**src/rtl/core/modular_exponentiation_assert.svh**
```systemverilog
// Assertion macros shared by the modular exponentiation RTL.
// Depends on signals named clk and rst_n in the including module.
`ifndef MODULAR_EXPONENTIATION_ASSERT_SVH
`define MODULAR_EXPONENTIATION_ASSERT_SVH
`ifndef NO_ASSERTIONS
// Checked only outside reset.
`define MEXP_ASSERT(lbl, prop, msg) \
  lbl: assert property (@(posedge clk) disable iff (!rst_n) prop) else $error(msg);
// Checked on every edge, reset included.
`define MEXP_ASSERT_ALWAYS(lbl, prop, msg) \
  lbl: assert property (@(posedge clk) prop) else $error(msg);
`else
`define MEXP_ASSERT(lbl, prop, msg)
`define MEXP_ASSERT_ALWAYS(lbl, prop, msg)
`endif
`endif

```
**src/rtl/core/mexp_pkg.sv**
```systemverilog
// Shared widths, types and constants for the modular exponentiation block.
// No dependencies.
package mexp_pkg;
  localparam int MOD_W = 31;
  localparam int EXP_W = 63;
  localparam int CNT_W = $clog2(MOD_W + 1);

  typedef logic [MOD_W-1:0] residue_t;
  typedef logic [EXP_W-1:0] exponent_t;

  localparam residue_t MODULUS_RESET = MOD_W'(1000000007);
  localparam residue_t RES_ZERO      = '0;
  localparam residue_t RES_ONE       = MOD_W'(1);
  localparam residue_t RES_TWO       = MOD_W'(2);

  localparam logic CMD_POWER   = 1'b0;
  localparam logic CMD_INVERSE = 1'b1;
endpackage

```
**src/rtl/core/mexp_modmul.sv**
```systemverilog
// Bit-serial interleaved modular multiplier: one multiplier bit per cycle.
// Depends on mexp_pkg and modular_exponentiation_assert.svh.
`include "modular_exponentiation_assert.svh"
module mexp_modmul (
  input  logic              clk,
  input  logic              rst_n,
  input  logic              start_i,
  input  mexp_pkg::residue_t a_i,   // any value
  input  mexp_pkg::residue_t b_i,   // below m_i
  input  mexp_pkg::residue_t m_i,
  output logic              done_o,
  output mexp_pkg::residue_t p_o
);
  import mexp_pkg::*;

  logic             busy_r, busy_nxt;
  logic             done_r, done_nxt;
  logic [CNT_W-1:0] cnt_r, cnt_nxt;
  residue_t         a_r, a_nxt;
  residue_t         b_r, b_nxt;
  residue_t         p_r, p_nxt;

  logic [MOD_W+1:0] sum;
  logic [MOD_W+1:0] m1;
  logic [MOD_W+1:0] m2;
  logic [MOD_W+1:0] red;

  // 2p + bit*b stays below 3m: take off m or 2m
  always_comb begin
    sum = {1'b0, p_r, 1'b0} + (a_r[MOD_W-1] ? {2'b00, b_r} : '0);
    m1  = {2'b00, m_i};
    m2  = {1'b0, m_i, 1'b0};
    if (sum >= m2) begin
      red = sum - m2;
    end else if (sum >= m1) begin
      red = sum - m1;
    end else begin
      red = sum;
    end
  end

  always_comb begin
    busy_nxt = busy_r;
    done_nxt = 1'b0;
    cnt_nxt  = cnt_r;
    a_nxt    = a_r;
    b_nxt    = b_r;
    p_nxt    = p_r;
    if (start_i) begin
      busy_nxt = 1'b1;
      cnt_nxt  = CNT_W'(MOD_W);
      a_nxt    = a_i;
      b_nxt    = b_i;
      p_nxt    = '0;
    end else if (busy_r) begin
      p_nxt   = red[MOD_W-1:0];
      a_nxt   = {a_r[MOD_W-2:0], 1'b0};
      cnt_nxt = cnt_r - CNT_W'(1);
      if (cnt_r == CNT_W'(1)) begin
        busy_nxt = 1'b0;
        done_nxt = 1'b1;
      end
    end
  end

  always_ff @(posedge clk) begin
    if (!rst_n) begin
      busy_r <= 1'b0;
      done_r <= 1'b0;
      cnt_r  <= '0;
    end else begin
      busy_r <= busy_nxt;
      done_r <= done_nxt;
      cnt_r  <= cnt_nxt;
    end
    a_r <= a_nxt;
    b_r <= b_nxt;
    p_r <= p_nxt;
  end

  assign done_o = done_r;
  assign p_o    = p_r;

  `MEXP_ASSERT(a_mul_no_restart, start_i |-> !busy_r, "multiplier restarted while busy")
  `MEXP_ASSERT(a_mul_partial_reduced, busy_r |-> (p_r < m_i), "partial product not reduced")
  `MEXP_ASSERT(a_mul_done_pulse, done_r |=> !done_r, "done held longer than one cycle")
endmodule

```
**src/rtl/core/modular_exponentiation.sv**
```systemverilog
// Modular exponentiation by right-to-left square and multiply, bit-serial.
// Trivial items (modulus below 2 or zero exponent) skip to S_FIN; others reduce the base,
// then run one square-and-multiply step per exponent bit up to the top set bit (at most
// 63 bits) on the bit-serial multipliers; a full output register holds the item in S_FIN.
// One item at a time: no new beat is taken until the result is in the output register.
// Reset (rst_n, synchronous, active low): idle, no result held, modulus 1000000007.
`include "modular_exponentiation_assert.svh"
module modular_exponentiation (
  input  logic                      clk,
  input  logic                      rst_n,
  // input beats
  input  logic                      in_tvalid,
  output logic                      in_tready,
  input  logic [95:0]               in_tdata,  // [30:0] base, [93:31] exponent, rest zero
  input  logic                      in_tuser,  // [0] command
  // result beats
  output logic                      out_tvalid,
  input  logic                      out_tready,
  output logic [31:0]               out_tdata, // [30:0] result, [31] zero
  // modulus register write
  input  logic                      cfg_valid,
  output logic                      cfg_ready,
  input  logic [mexp_pkg::MOD_W-1:0] cfg_data
);
  import mexp_pkg::*;

  localparam logic [2:0] S_IDLE = 3'd0; // wait for an input beat
  localparam logic [2:0] S_LOAD = 3'd1; // start base reduction
  localparam logic [2:0] S_RED  = 3'd2; // wait for reduced base
  localparam logic [2:0] S_STEP = 3'd3; // start multiply and square together
  localparam logic [2:0] S_WAIT = 3'd4; // wait for both products
  localparam logic [2:0] S_FIN  = 3'd5; // hand result to the output register

  logic [2:0] state_r, state_nxt;
  residue_t   mod_r, mod_nxt;
  residue_t   acc_r, acc_nxt;   // running product, result at the end
  residue_t   sq_r, sq_nxt;     // raw base until reduced, then running square
  exponent_t  exp_r, exp_nxt;
  logic       out_valid_r, out_valid_nxt;
  residue_t   out_res_r, out_res_nxt;

  logic       in_beat;
  residue_t   in_base;
  exponent_t  in_exp;
  exponent_t  eff_exp;
  exponent_t  exp_shift;

  logic       mul0_start, mul1_start;
  residue_t   mul0_a, mul0_b;
  logic       mul0_done, mul1_done;
  residue_t   mul0_p, mul1_p;

  assign in_base  = in_tdata[MOD_W-1:0];
  assign in_exp   = in_tdata[MOD_W+EXP_W-1:MOD_W];
  assign in_tready = (state_r == S_IDLE);
  assign in_beat  = in_tvalid && in_tready;
  assign cfg_ready = 1'b1;

  // Inverse by Fermat: raise to modulus minus two
  assign eff_exp  = (in_tuser == CMD_INVERSE) ?
                    {(EXP_W-MOD_W)'(0), mod_r - RES_TWO} : in_exp;
  assign exp_shift = {1'b0, exp_r[EXP_W-1:1]};

  // Unit 0 reduces the base first (base times one), then forms acc * sq;
  // unit 1 squares alongside it
  assign mul0_start = (state_r == S_LOAD) || (state_r == S_STEP);
  assign mul1_start = (state_r == S_STEP);
  assign mul0_a     = (state_r == S_LOAD) ? sq_r : acc_r;
  assign mul0_b     = (state_r == S_LOAD) ? RES_ONE : sq_r;

  always_comb begin
    state_nxt     = state_r;
    mod_nxt       = mod_r;
    acc_nxt       = acc_r;
    sq_nxt        = sq_r;
    exp_nxt       = exp_r;
    out_res_nxt   = out_res_r;
    out_valid_nxt = out_valid_r && !out_tready;

    if (cfg_valid) begin
      mod_nxt = cfg_data;
    end

    unique case (state_r)
      S_IDLE: begin
        if (in_beat) begin
          sq_nxt  = in_base;
          exp_nxt = eff_exp;
          acc_nxt = RES_ONE;
          if (mod_r < RES_TWO) begin
            // degenerate modulus: everything reduces to zero
            acc_nxt   = RES_ZERO;
            state_nxt = S_FIN;
          end else if (eff_exp == '0) begin
            // zero to the zero gives zero, anything else to the zero gives one
            acc_nxt   = (in_base == RES_ZERO) ? RES_ZERO : RES_ONE;
            state_nxt = S_FIN;
          end else begin
            state_nxt = S_LOAD;
          end
        end
      end
      S_LOAD: begin
        state_nxt = S_RED;
      end
      S_RED: begin
        if (mul0_done) begin
          sq_nxt    = mul0_p;
          state_nxt = S_STEP;
        end
      end
      S_STEP: begin
        state_nxt = S_WAIT;
      end
      S_WAIT: begin
        if (mul1_done) begin
          if (exp_r[0]) begin
            acc_nxt = mul0_p;
          end
          sq_nxt  = mul1_p;
          exp_nxt = exp_shift;
          // stop once no set bit is left
          state_nxt = (exp_shift == '0) ? S_FIN : S_STEP;
        end
      end
      S_FIN: begin
        // hold until the output register is free or being drained
        if (!out_valid_r || out_tready) begin
          out_res_nxt   = acc_r;
          out_valid_nxt = 1'b1;
          state_nxt     = S_IDLE;
        end
      end
      default: begin
        state_nxt = S_IDLE;
      end
    endcase
  end

  always_ff @(posedge clk) begin
    if (!rst_n) begin
      state_r     <= S_IDLE;
      mod_r       <= MODULUS_RESET;
      out_valid_r <= 1'b0;
    end else begin
      state_r     <= state_nxt;
      mod_r       <= mod_nxt;
      out_valid_r <= out_valid_nxt;
    end
    acc_r     <= acc_nxt;
    sq_r      <= sq_nxt;
    exp_r     <= exp_nxt;
    out_res_r <= out_res_nxt;
  end

  mexp_modmul u_mul0 (
    .clk     (clk),
    .rst_n   (rst_n),
    .start_i (mul0_start),
    .a_i     (mul0_a),
    .b_i     (mul0_b),
    .m_i     (mod_r),
    .done_o  (mul0_done),
    .p_o     (mul0_p)
  );

  mexp_modmul u_mul1 (
    .clk     (clk),
    .rst_n   (rst_n),
    .start_i (mul1_start),
    .a_i     (sq_r),
    .b_i     (sq_r),
    .m_i     (mod_r),
    .done_o  (mul1_done),
    .p_o     (mul1_p)
  );

  assign out_tvalid = out_valid_r;
  assign out_tdata  = {1'b0, out_res_r};

  `MEXP_ASSERT(a_res_reduced, out_valid_r |-> (mod_r < RES_TWO || out_res_r < mod_r), "bad result")
  `MEXP_ASSERT(a_units_in_step, (state_r == S_WAIT) |-> (mul0_done == mul1_done), "units apart")
  `MEXP_ASSERT(a_busy_after_beat, in_beat |=> !in_tready, "input taken while busy")
endmodule
```
**config.mk**
```make
export PLATFORM = sky130hd
export DESIGN_NAME = modular_exponentiation
export DESIGN_NICKNAME = d
export VERILOG_FILES = /design/src/rtl/core/mexp_pkg.sv /design/src/rtl/core/mexp_modmul.sv /design/src/rtl/core/modular_exponentiation.sv
export VERILOG_INCLUDE_DIRS = /design/src /design/src/rtl/core
export SDC_FILE = /design/constraint.sdc
export NUM_CORES = 1
export LEC_CHECK = 0
export ABC_AREA = 1
export BUFFER_PORTS_ARGS = -buffer_cell sky130_fd_sc_hd__buf_2
export CORE_UTILIZATION = 60
export CTS_CLUSTER_DIAMETER = 40
export DETAILED_ROUTE_END_ITERATION = 8
export PLACE_DENSITY_LB_ADDON = 0.3
export SLEW_MARGIN = 15
export SYNTH_ARGS = -nofsm -noshare
export SYNTH_HDL_FRONTEND = slang
export SYNTH_SLANG_ARGS = --single-unit
```
**constraint.sdc**
```tcl
create_clock -name clk -period 5.9 [get_ports clk]
set_input_delay 0 -clock clk [delete_from_list [all_inputs] [get_ports clk]]
set_output_delay 0 -clock clk [all_outputs]
set_load 0.005 [all_outputs]
```
# == Word level (Yosys, flattened, before mapping) ==
# Index checks and enable logic that the tools add are counted.
# Widths: inputs -> output; s select.
# word_totals
reg_bits,391
latchBits,0
mem_bits_rw,0
mem_bits_ro,0
inputBits,133
output_inout_bits,35
n_memories,0
# op_classes
addsub,9
multipliers,0
n_div,0
magnitude_cmp,5
n_eq_ne,12
shifts,0
n_mux,48
bitwise_logic,3
n_reduce_logical,21
# op_table
operator,n
$mux 31,17
$mux 63,3
$logic_not 63->1,2
$pmux 63 s2,1
$sub 31x31->31,4
$pmux 31 s3,1
$add 32x31->33,2
$ge 33x31->1,2
$ge 33x32->1,2
$pmux 31 s2,1
$logic_not 31->1,1
$lt 31x2->1 const B,1
$sub 31x2->31 const B,1
$mux 3,7
$mux 5,4
$pmux 3 s6,1
$mux 1,13
$reduce_and 4->1,3
$eq 5x1->1 const B,2
$sub 5x1->5 const B,2
$eq 3x2->1 const B,2
$eq 3x3->1 const B,2
$ne 2x1->1 const B,3
$reduce_bool 2->1,3
11 further kinds,18

# == Longest topological paths before layout ==
# logic_depth
depth_word,7
mapped_depth,34

# == Modules after synthesis ==
# A second synthesis with hierarchy kept.
# hier_totals
cells_unflattened,4329
hier_area_um2,30606.9
# modules_own_cells
mod,instances,cells_per_inst,area_each_um2,seq_area_each_um2
mexp_modmul,2,1589,10334.9,2622.5
modular_exponentiation,1,1151,9937.0,5385.2

# == Worst setup path after synthesis ==
# No wires, ideal clock.
# synth_timing
path_type,register to register
startpoint,register u_mul1.a_r[30]
endpoint,"register u_mul1.p_r[26], in the netlist u_mul1.p_o[26]"
setup_ns,0.112
arrival_ns,4.080
path_slack_ns,1.708
path_stages_with_launch,34
n_path_buf,3
synth_period_minus_slack_ns,4.192
path_cell_list,edfxtp_1 > clkbuf_1 > nand2_1 > inv_1 > ha_1 > fa_1 > nand2_1 > nand3_1 > o21ai_1 > inv_1 > a21oi_1 > inv_1 > nand2_1 > nand2_1 > nand2_1 > nand2_1 > xor2_1 > inv_1 > ha_1 > nand2_1 > nor2_1 > nand2_1 > nor4_1 > nand2_1 > nand3_1 > nand2_1 > nand2_1 > nand2_2 > buf_6 > buf_2 > nand4_1 > nand3_1 > nand2_1 > nand2_1
# synth_via
elab_chain_len,5
# synth_rtl
element,line_no,rtl
start: declaration,mexp_modmul.sv:19,"residue_t a_r, a_nxt;"
start signal: assignment,mexp_modmul.sv:76,a_r <= a_nxt;
$mux 31 (*),mexp_modmul.sv:30,"sum = {1'b0, p_r, 1'b0} + (a_r[MOD_W-1] ? {2'b00, b_r} : '0);"
$add 32x31->33 (*),mexp_modmul.sv:30,
$sub 31x31->31 / $ge 33x31->1 (equally long branches),"mexp_modmul.sv:36, mexp_modmul.sv:35",
$mux 31,mexp_modmul.sv:35,end else if (sum >= m1) begin
$mux 31 (*),mexp_modmul.sv:33,if (sum >= m2) begin
end signal: assignment,mexp_modmul.sv:78,p_r <= p_nxt;
end: declaration,mexp_modmul.sv:21,"residue_t p_r, p_nxt;"
# Every way passes the cells marked *; elsewhere a longest branch is shown, timed or not.
# A chain may end at the register's enable or synchronous reset.

# == Final worst setup path ==
# layout_timing
startpoint,register u_mul0.a_r[30]
endpoint,"register u_mul0.p_r[22], in the netlist u_mul0.p_o[22]"
# layout_via
elab_chain_len,5
# layout_rtl
element,line_no
start: declaration,mexp_modmul.sv:19
start signal: assignment,mexp_modmul.sv:76
$mux 31 (*),mexp_modmul.sv:30
$add 32x31->33 (*),mexp_modmul.sv:30
$sub 31x31->31 / $ge 33x31->1 (equally long branches),"mexp_modmul.sv:36, mexp_modmul.sv:35"
$mux 31,mexp_modmul.sv:35
$mux 31 (*),mexp_modmul.sv:33
end signal: assignment,mexp_modmul.sv:78
end: declaration,mexp_modmul.sv:21
# Marked as above.

==> impl_metrics.env <==
export IMPL_overflow=0
export IMPL_ys_warnings_count=0
export IMPL_synth_edf_count=280
export IMPL_yosysSeqAreaShare_pct=36.51
export IMPL_finalCritPeriodShare_pct=89.10
export IMPL_maxCapViolCount=0
export IMPL_cts_buffers=58
export IMPL_synth_top_area_share_pct=28.87
export IMPL_finalWirelength_um=114800
export IMPL_clock_fmax_mhz=190.2
export IMPL_max_slew_margin_pct=22.69
export IMPL_clock_latency_ps=680
export IMPL_post_drt_wl_per_cell_um=23.15
export IMPL_rsz0062_at_grt="no"
export IMPL_synth_area_um2=29120
export IMPL_antenna_found_initial=5
export IMPL_grt_pass1_vias=29460
export IMPL_synth_fp_nets=4324
export IMPL_crit_slowest_cell="edfxtp_1"
export IMPL_setup_viol=0
export IMPL_cp_cell_sequence="buf_4, nand2_1, inv_1, ha_1, nand3_1, nand2_2, a21boi_4, o21bai_1, nand3_1, nand2_1, xor2_1, ha_1, a21oi_1, o21ai_0, a21oi_1, o21ai_0, a21oi_1, o21ai_0, or2_2, nand3_1, nand3_1, a21oi_1"
export IMPL_violations="DRC"
export IMPL_rows=80
export IMPL_grt_pass1_wl_um=171400
export IMPL_htreeDepth=2
export IMPL_hpwl_um=81880
export IMPL_worst_pin_slew_ps=1158
export IMPL_pre_cts_ws_ps=555.6
export IMPL_syn_area_per_cell_um2=7.287
export IMPL_coreArea_um2=47850
export IMPL_layout_drive_gt1_share_pct=8.521
export IMPL_vias=31070
export IMPL_port_buffers=163
export IMPL_synth_area_top_cells="edfxtp_1 (29%), nand2_1 (13%), ha_1 (8.1%)"
export IMPL_die_width_um=222.3
export IMPL_synth_main_ff_cell="edfxtp_1"
export IMPL_async_flop_share_pct=0
export IMPL_cpLargestDelayFamily="compound AO/OA/AOI/OAI gates"
export IMPL_cts_reportedPaths_clkPinSlew_ps=60
export IMPL_synth_cell_type_count=55
export IMPL_clock_skew_ps=80.84
export IMPL_synth_seq_cells=391
export IMPL_initial_core_util_pct=60.86
export IMPL_start_kind="flop"
export IMPL_fin_nets=4621
export IMPL_period_minus_slack_ps=5257
export IMPL_cts_tree="yes"
export IMPL_cts_root_buffer="clkbuf_16"
export IMPL_end_kind="flop"
export IMPL_drcViolationCount=12
export IMPL_synth_common_cells="nand2_1 (980), inv_1 (457), a21oi_1 (380), nor2_1 (370), o21ai_0 (300)"
export IMPL_status="finished, violations left"
export IMPL_worstPathArrival_ps=5860
export IMPL_synthesis_instances=3996
export IMPL_syn_to_final_growth_pct=17.32
export IMPL_max_stage_delay_ps=560
export IMPL_ant_nets=0
export IMPL_crit_type="reg -> reg"
export IMPL_crit_buf_inv=2
export IMPL_first_iter_violations=4200
export IMPL_post_synth_top_area_cell="edfxtp_1"
export IMPL_setup_tns_ps=0
export IMPL_first_pass_iters=9
export IMPL_routabilityCongestion=1.043
export IMPL_grt_usage_pct=45.77
export IMPL_yosysMostFrequentCell="nand2_1"
export IMPL_worst_slack_ps=643.2
export IMPL_io_pins=168
export IMPL_fp_dieH_um=222.3
export IMPL_clkSinkCount=391
export IMPL_clk_path_buf_depth=3
export IMPL_die_area_um2=49420
export IMPL_hp_class="in -> reg"
export IMPL_viasPerCell=6.265
export IMPL_grt_max_degree=104
export IMPL_critical_path_max_fanout=9
export IMPL_drv_slew=0
export IMPL_hold_viol_final=0
export IMPL_critPathRequiredTime_ps=6500
## layout make-up
class | count | area (um2)
antenna | 3 | 7.507
clock buffer | 67 | 1506
clock inverter | 42 | 491.7
fill | 3746 | 13680
inverter | 469 | 1760
multi-input combinational | 3007 | 16200
sequential | 391 | 10630
tap | 615 | 769.5
timing repair buffer | 366 | 2795
## cell families (layout without fill, tap and decap cells)
family | after synthesis | after routing | share of synthesized area (%)
and+or+nand+nor | 1796 | 1796 | 26.13
xor gates and xnor gates | 146 | 146 | 4.417
AOI/OAI and AO/OA | 868 | 868 | 16.35
buffers and inverters | 598 | 944 | 8.039
adders and majority gates | 195 | 195 | 8.534
other | 2 | 5 | 0.02579
DFF | 391 | 391 | 36.51
## worst min-delay path: cells and delay by family
kind / cells / cell delay (ps)
buffers and inverters: 1 / 390
and+or+nand+nor: 1 / 230
AOI/OAI and AO/OA: 1 / 70
## placed cells by master, fill, tap and decap left out, drive strengths merged, types with 2 or more instances in the layout
| master | count |
|---|---|
| clkinv | 11 |
| nand3b | 10 |
| a21boi | 15 |
| nor2 | 375 |
| clkbuf | 67 |
| inv | 491 |
| dlygate4sd3 | 169 |
| o21a | 12 |
| xnor2 | 48 |
| a21o | 26 |
| a31oi | 31 |
| a21oi | 383 |
| buf | 197 |
| o21bai | 26 |
| o21ai | 323 |
| dfxtp | 111 |
| xor2 | 98 |
| or2 | 20 |
| conb | 2 |
| clkinvlp | 6 |
| diode | 3 |
| edfxtp | 280 |
| nand3 | 230 |
| nand2 | 990 |
| nor4 | 34 |
| bufinv | 3 |
| nor3 | 38 |
| a31o | 3 |
| o22ai | 4 |
| fa | 6 |
| o221ai | 10 |
| ha | 189 |
| nand4 | 95 |
| o211ai | 33 |
## final timing paths
kind	from	cells past startpoint	slack [ps]	to
worst max-delay path	u_mul0.a_r[30]$_DFFE_PP_	22	640	u_mul0.p_o[22]$_SDFFE_PN0P_
worst min-delay path	in_tuser	3	220	exp_r[20]$_DFFE_PP_
worst max register to register	u_mul0.a_r[30]$_DFFE_PP_	22	640	u_mul0.p_o[22]$_SDFFE_PN0P_
worst min register to register	acc_r[20]$_SDFFCE_PN0P_	0	440	out_res_r[20]$_DFFE_PP_
## stage by stage
step	instance area, um2	utilization, %	std cells	hold WS [ps]
3_5_place_dp	30410	63.56	4677	229.6
6_report	34160	71.40	4960	222.7
5_1_grt	34160	71.39	4959	222.5
2_1_floorplan	29120	-	3996	122.3
4_1_cts	34100	71.27	4955	132.1
3_3_place_gp	30410	63.56	4677	220.6
## state kept, by name, indices dropped and copies added (netlist names), 31 cells and up
register and cells:
out_res_r 31, u_mul0.b_r 31, acc_r 31, u_mul0.a_r 31, u_mul1.a_r 31, u_mul1.p_o 31, mod_r 31, exp_r 63
u_mul0.p_o 31, u_mul1.b_r 31, sq_r 31
## per-layer routing
layer | global-route usage, % | routed length [um]
met1 | 56.47 | 41520
met2 | 70.12 | 49650
met3 | 13.45 | 14920
met4 | 29.10 | 8682
met5 | 0 | 33
## timing repair
item                       4_1_cts  5_1_grt
hold endpoints to repair       135        0
gates resized for setup          0        1
hold buffers                   169        0
setup endpoints to repair        0       26
setup buffers                    0        1
Power is not shown: default switching activity piles up to over one toggle a cycle in this logic, so the estimate is an artifact.
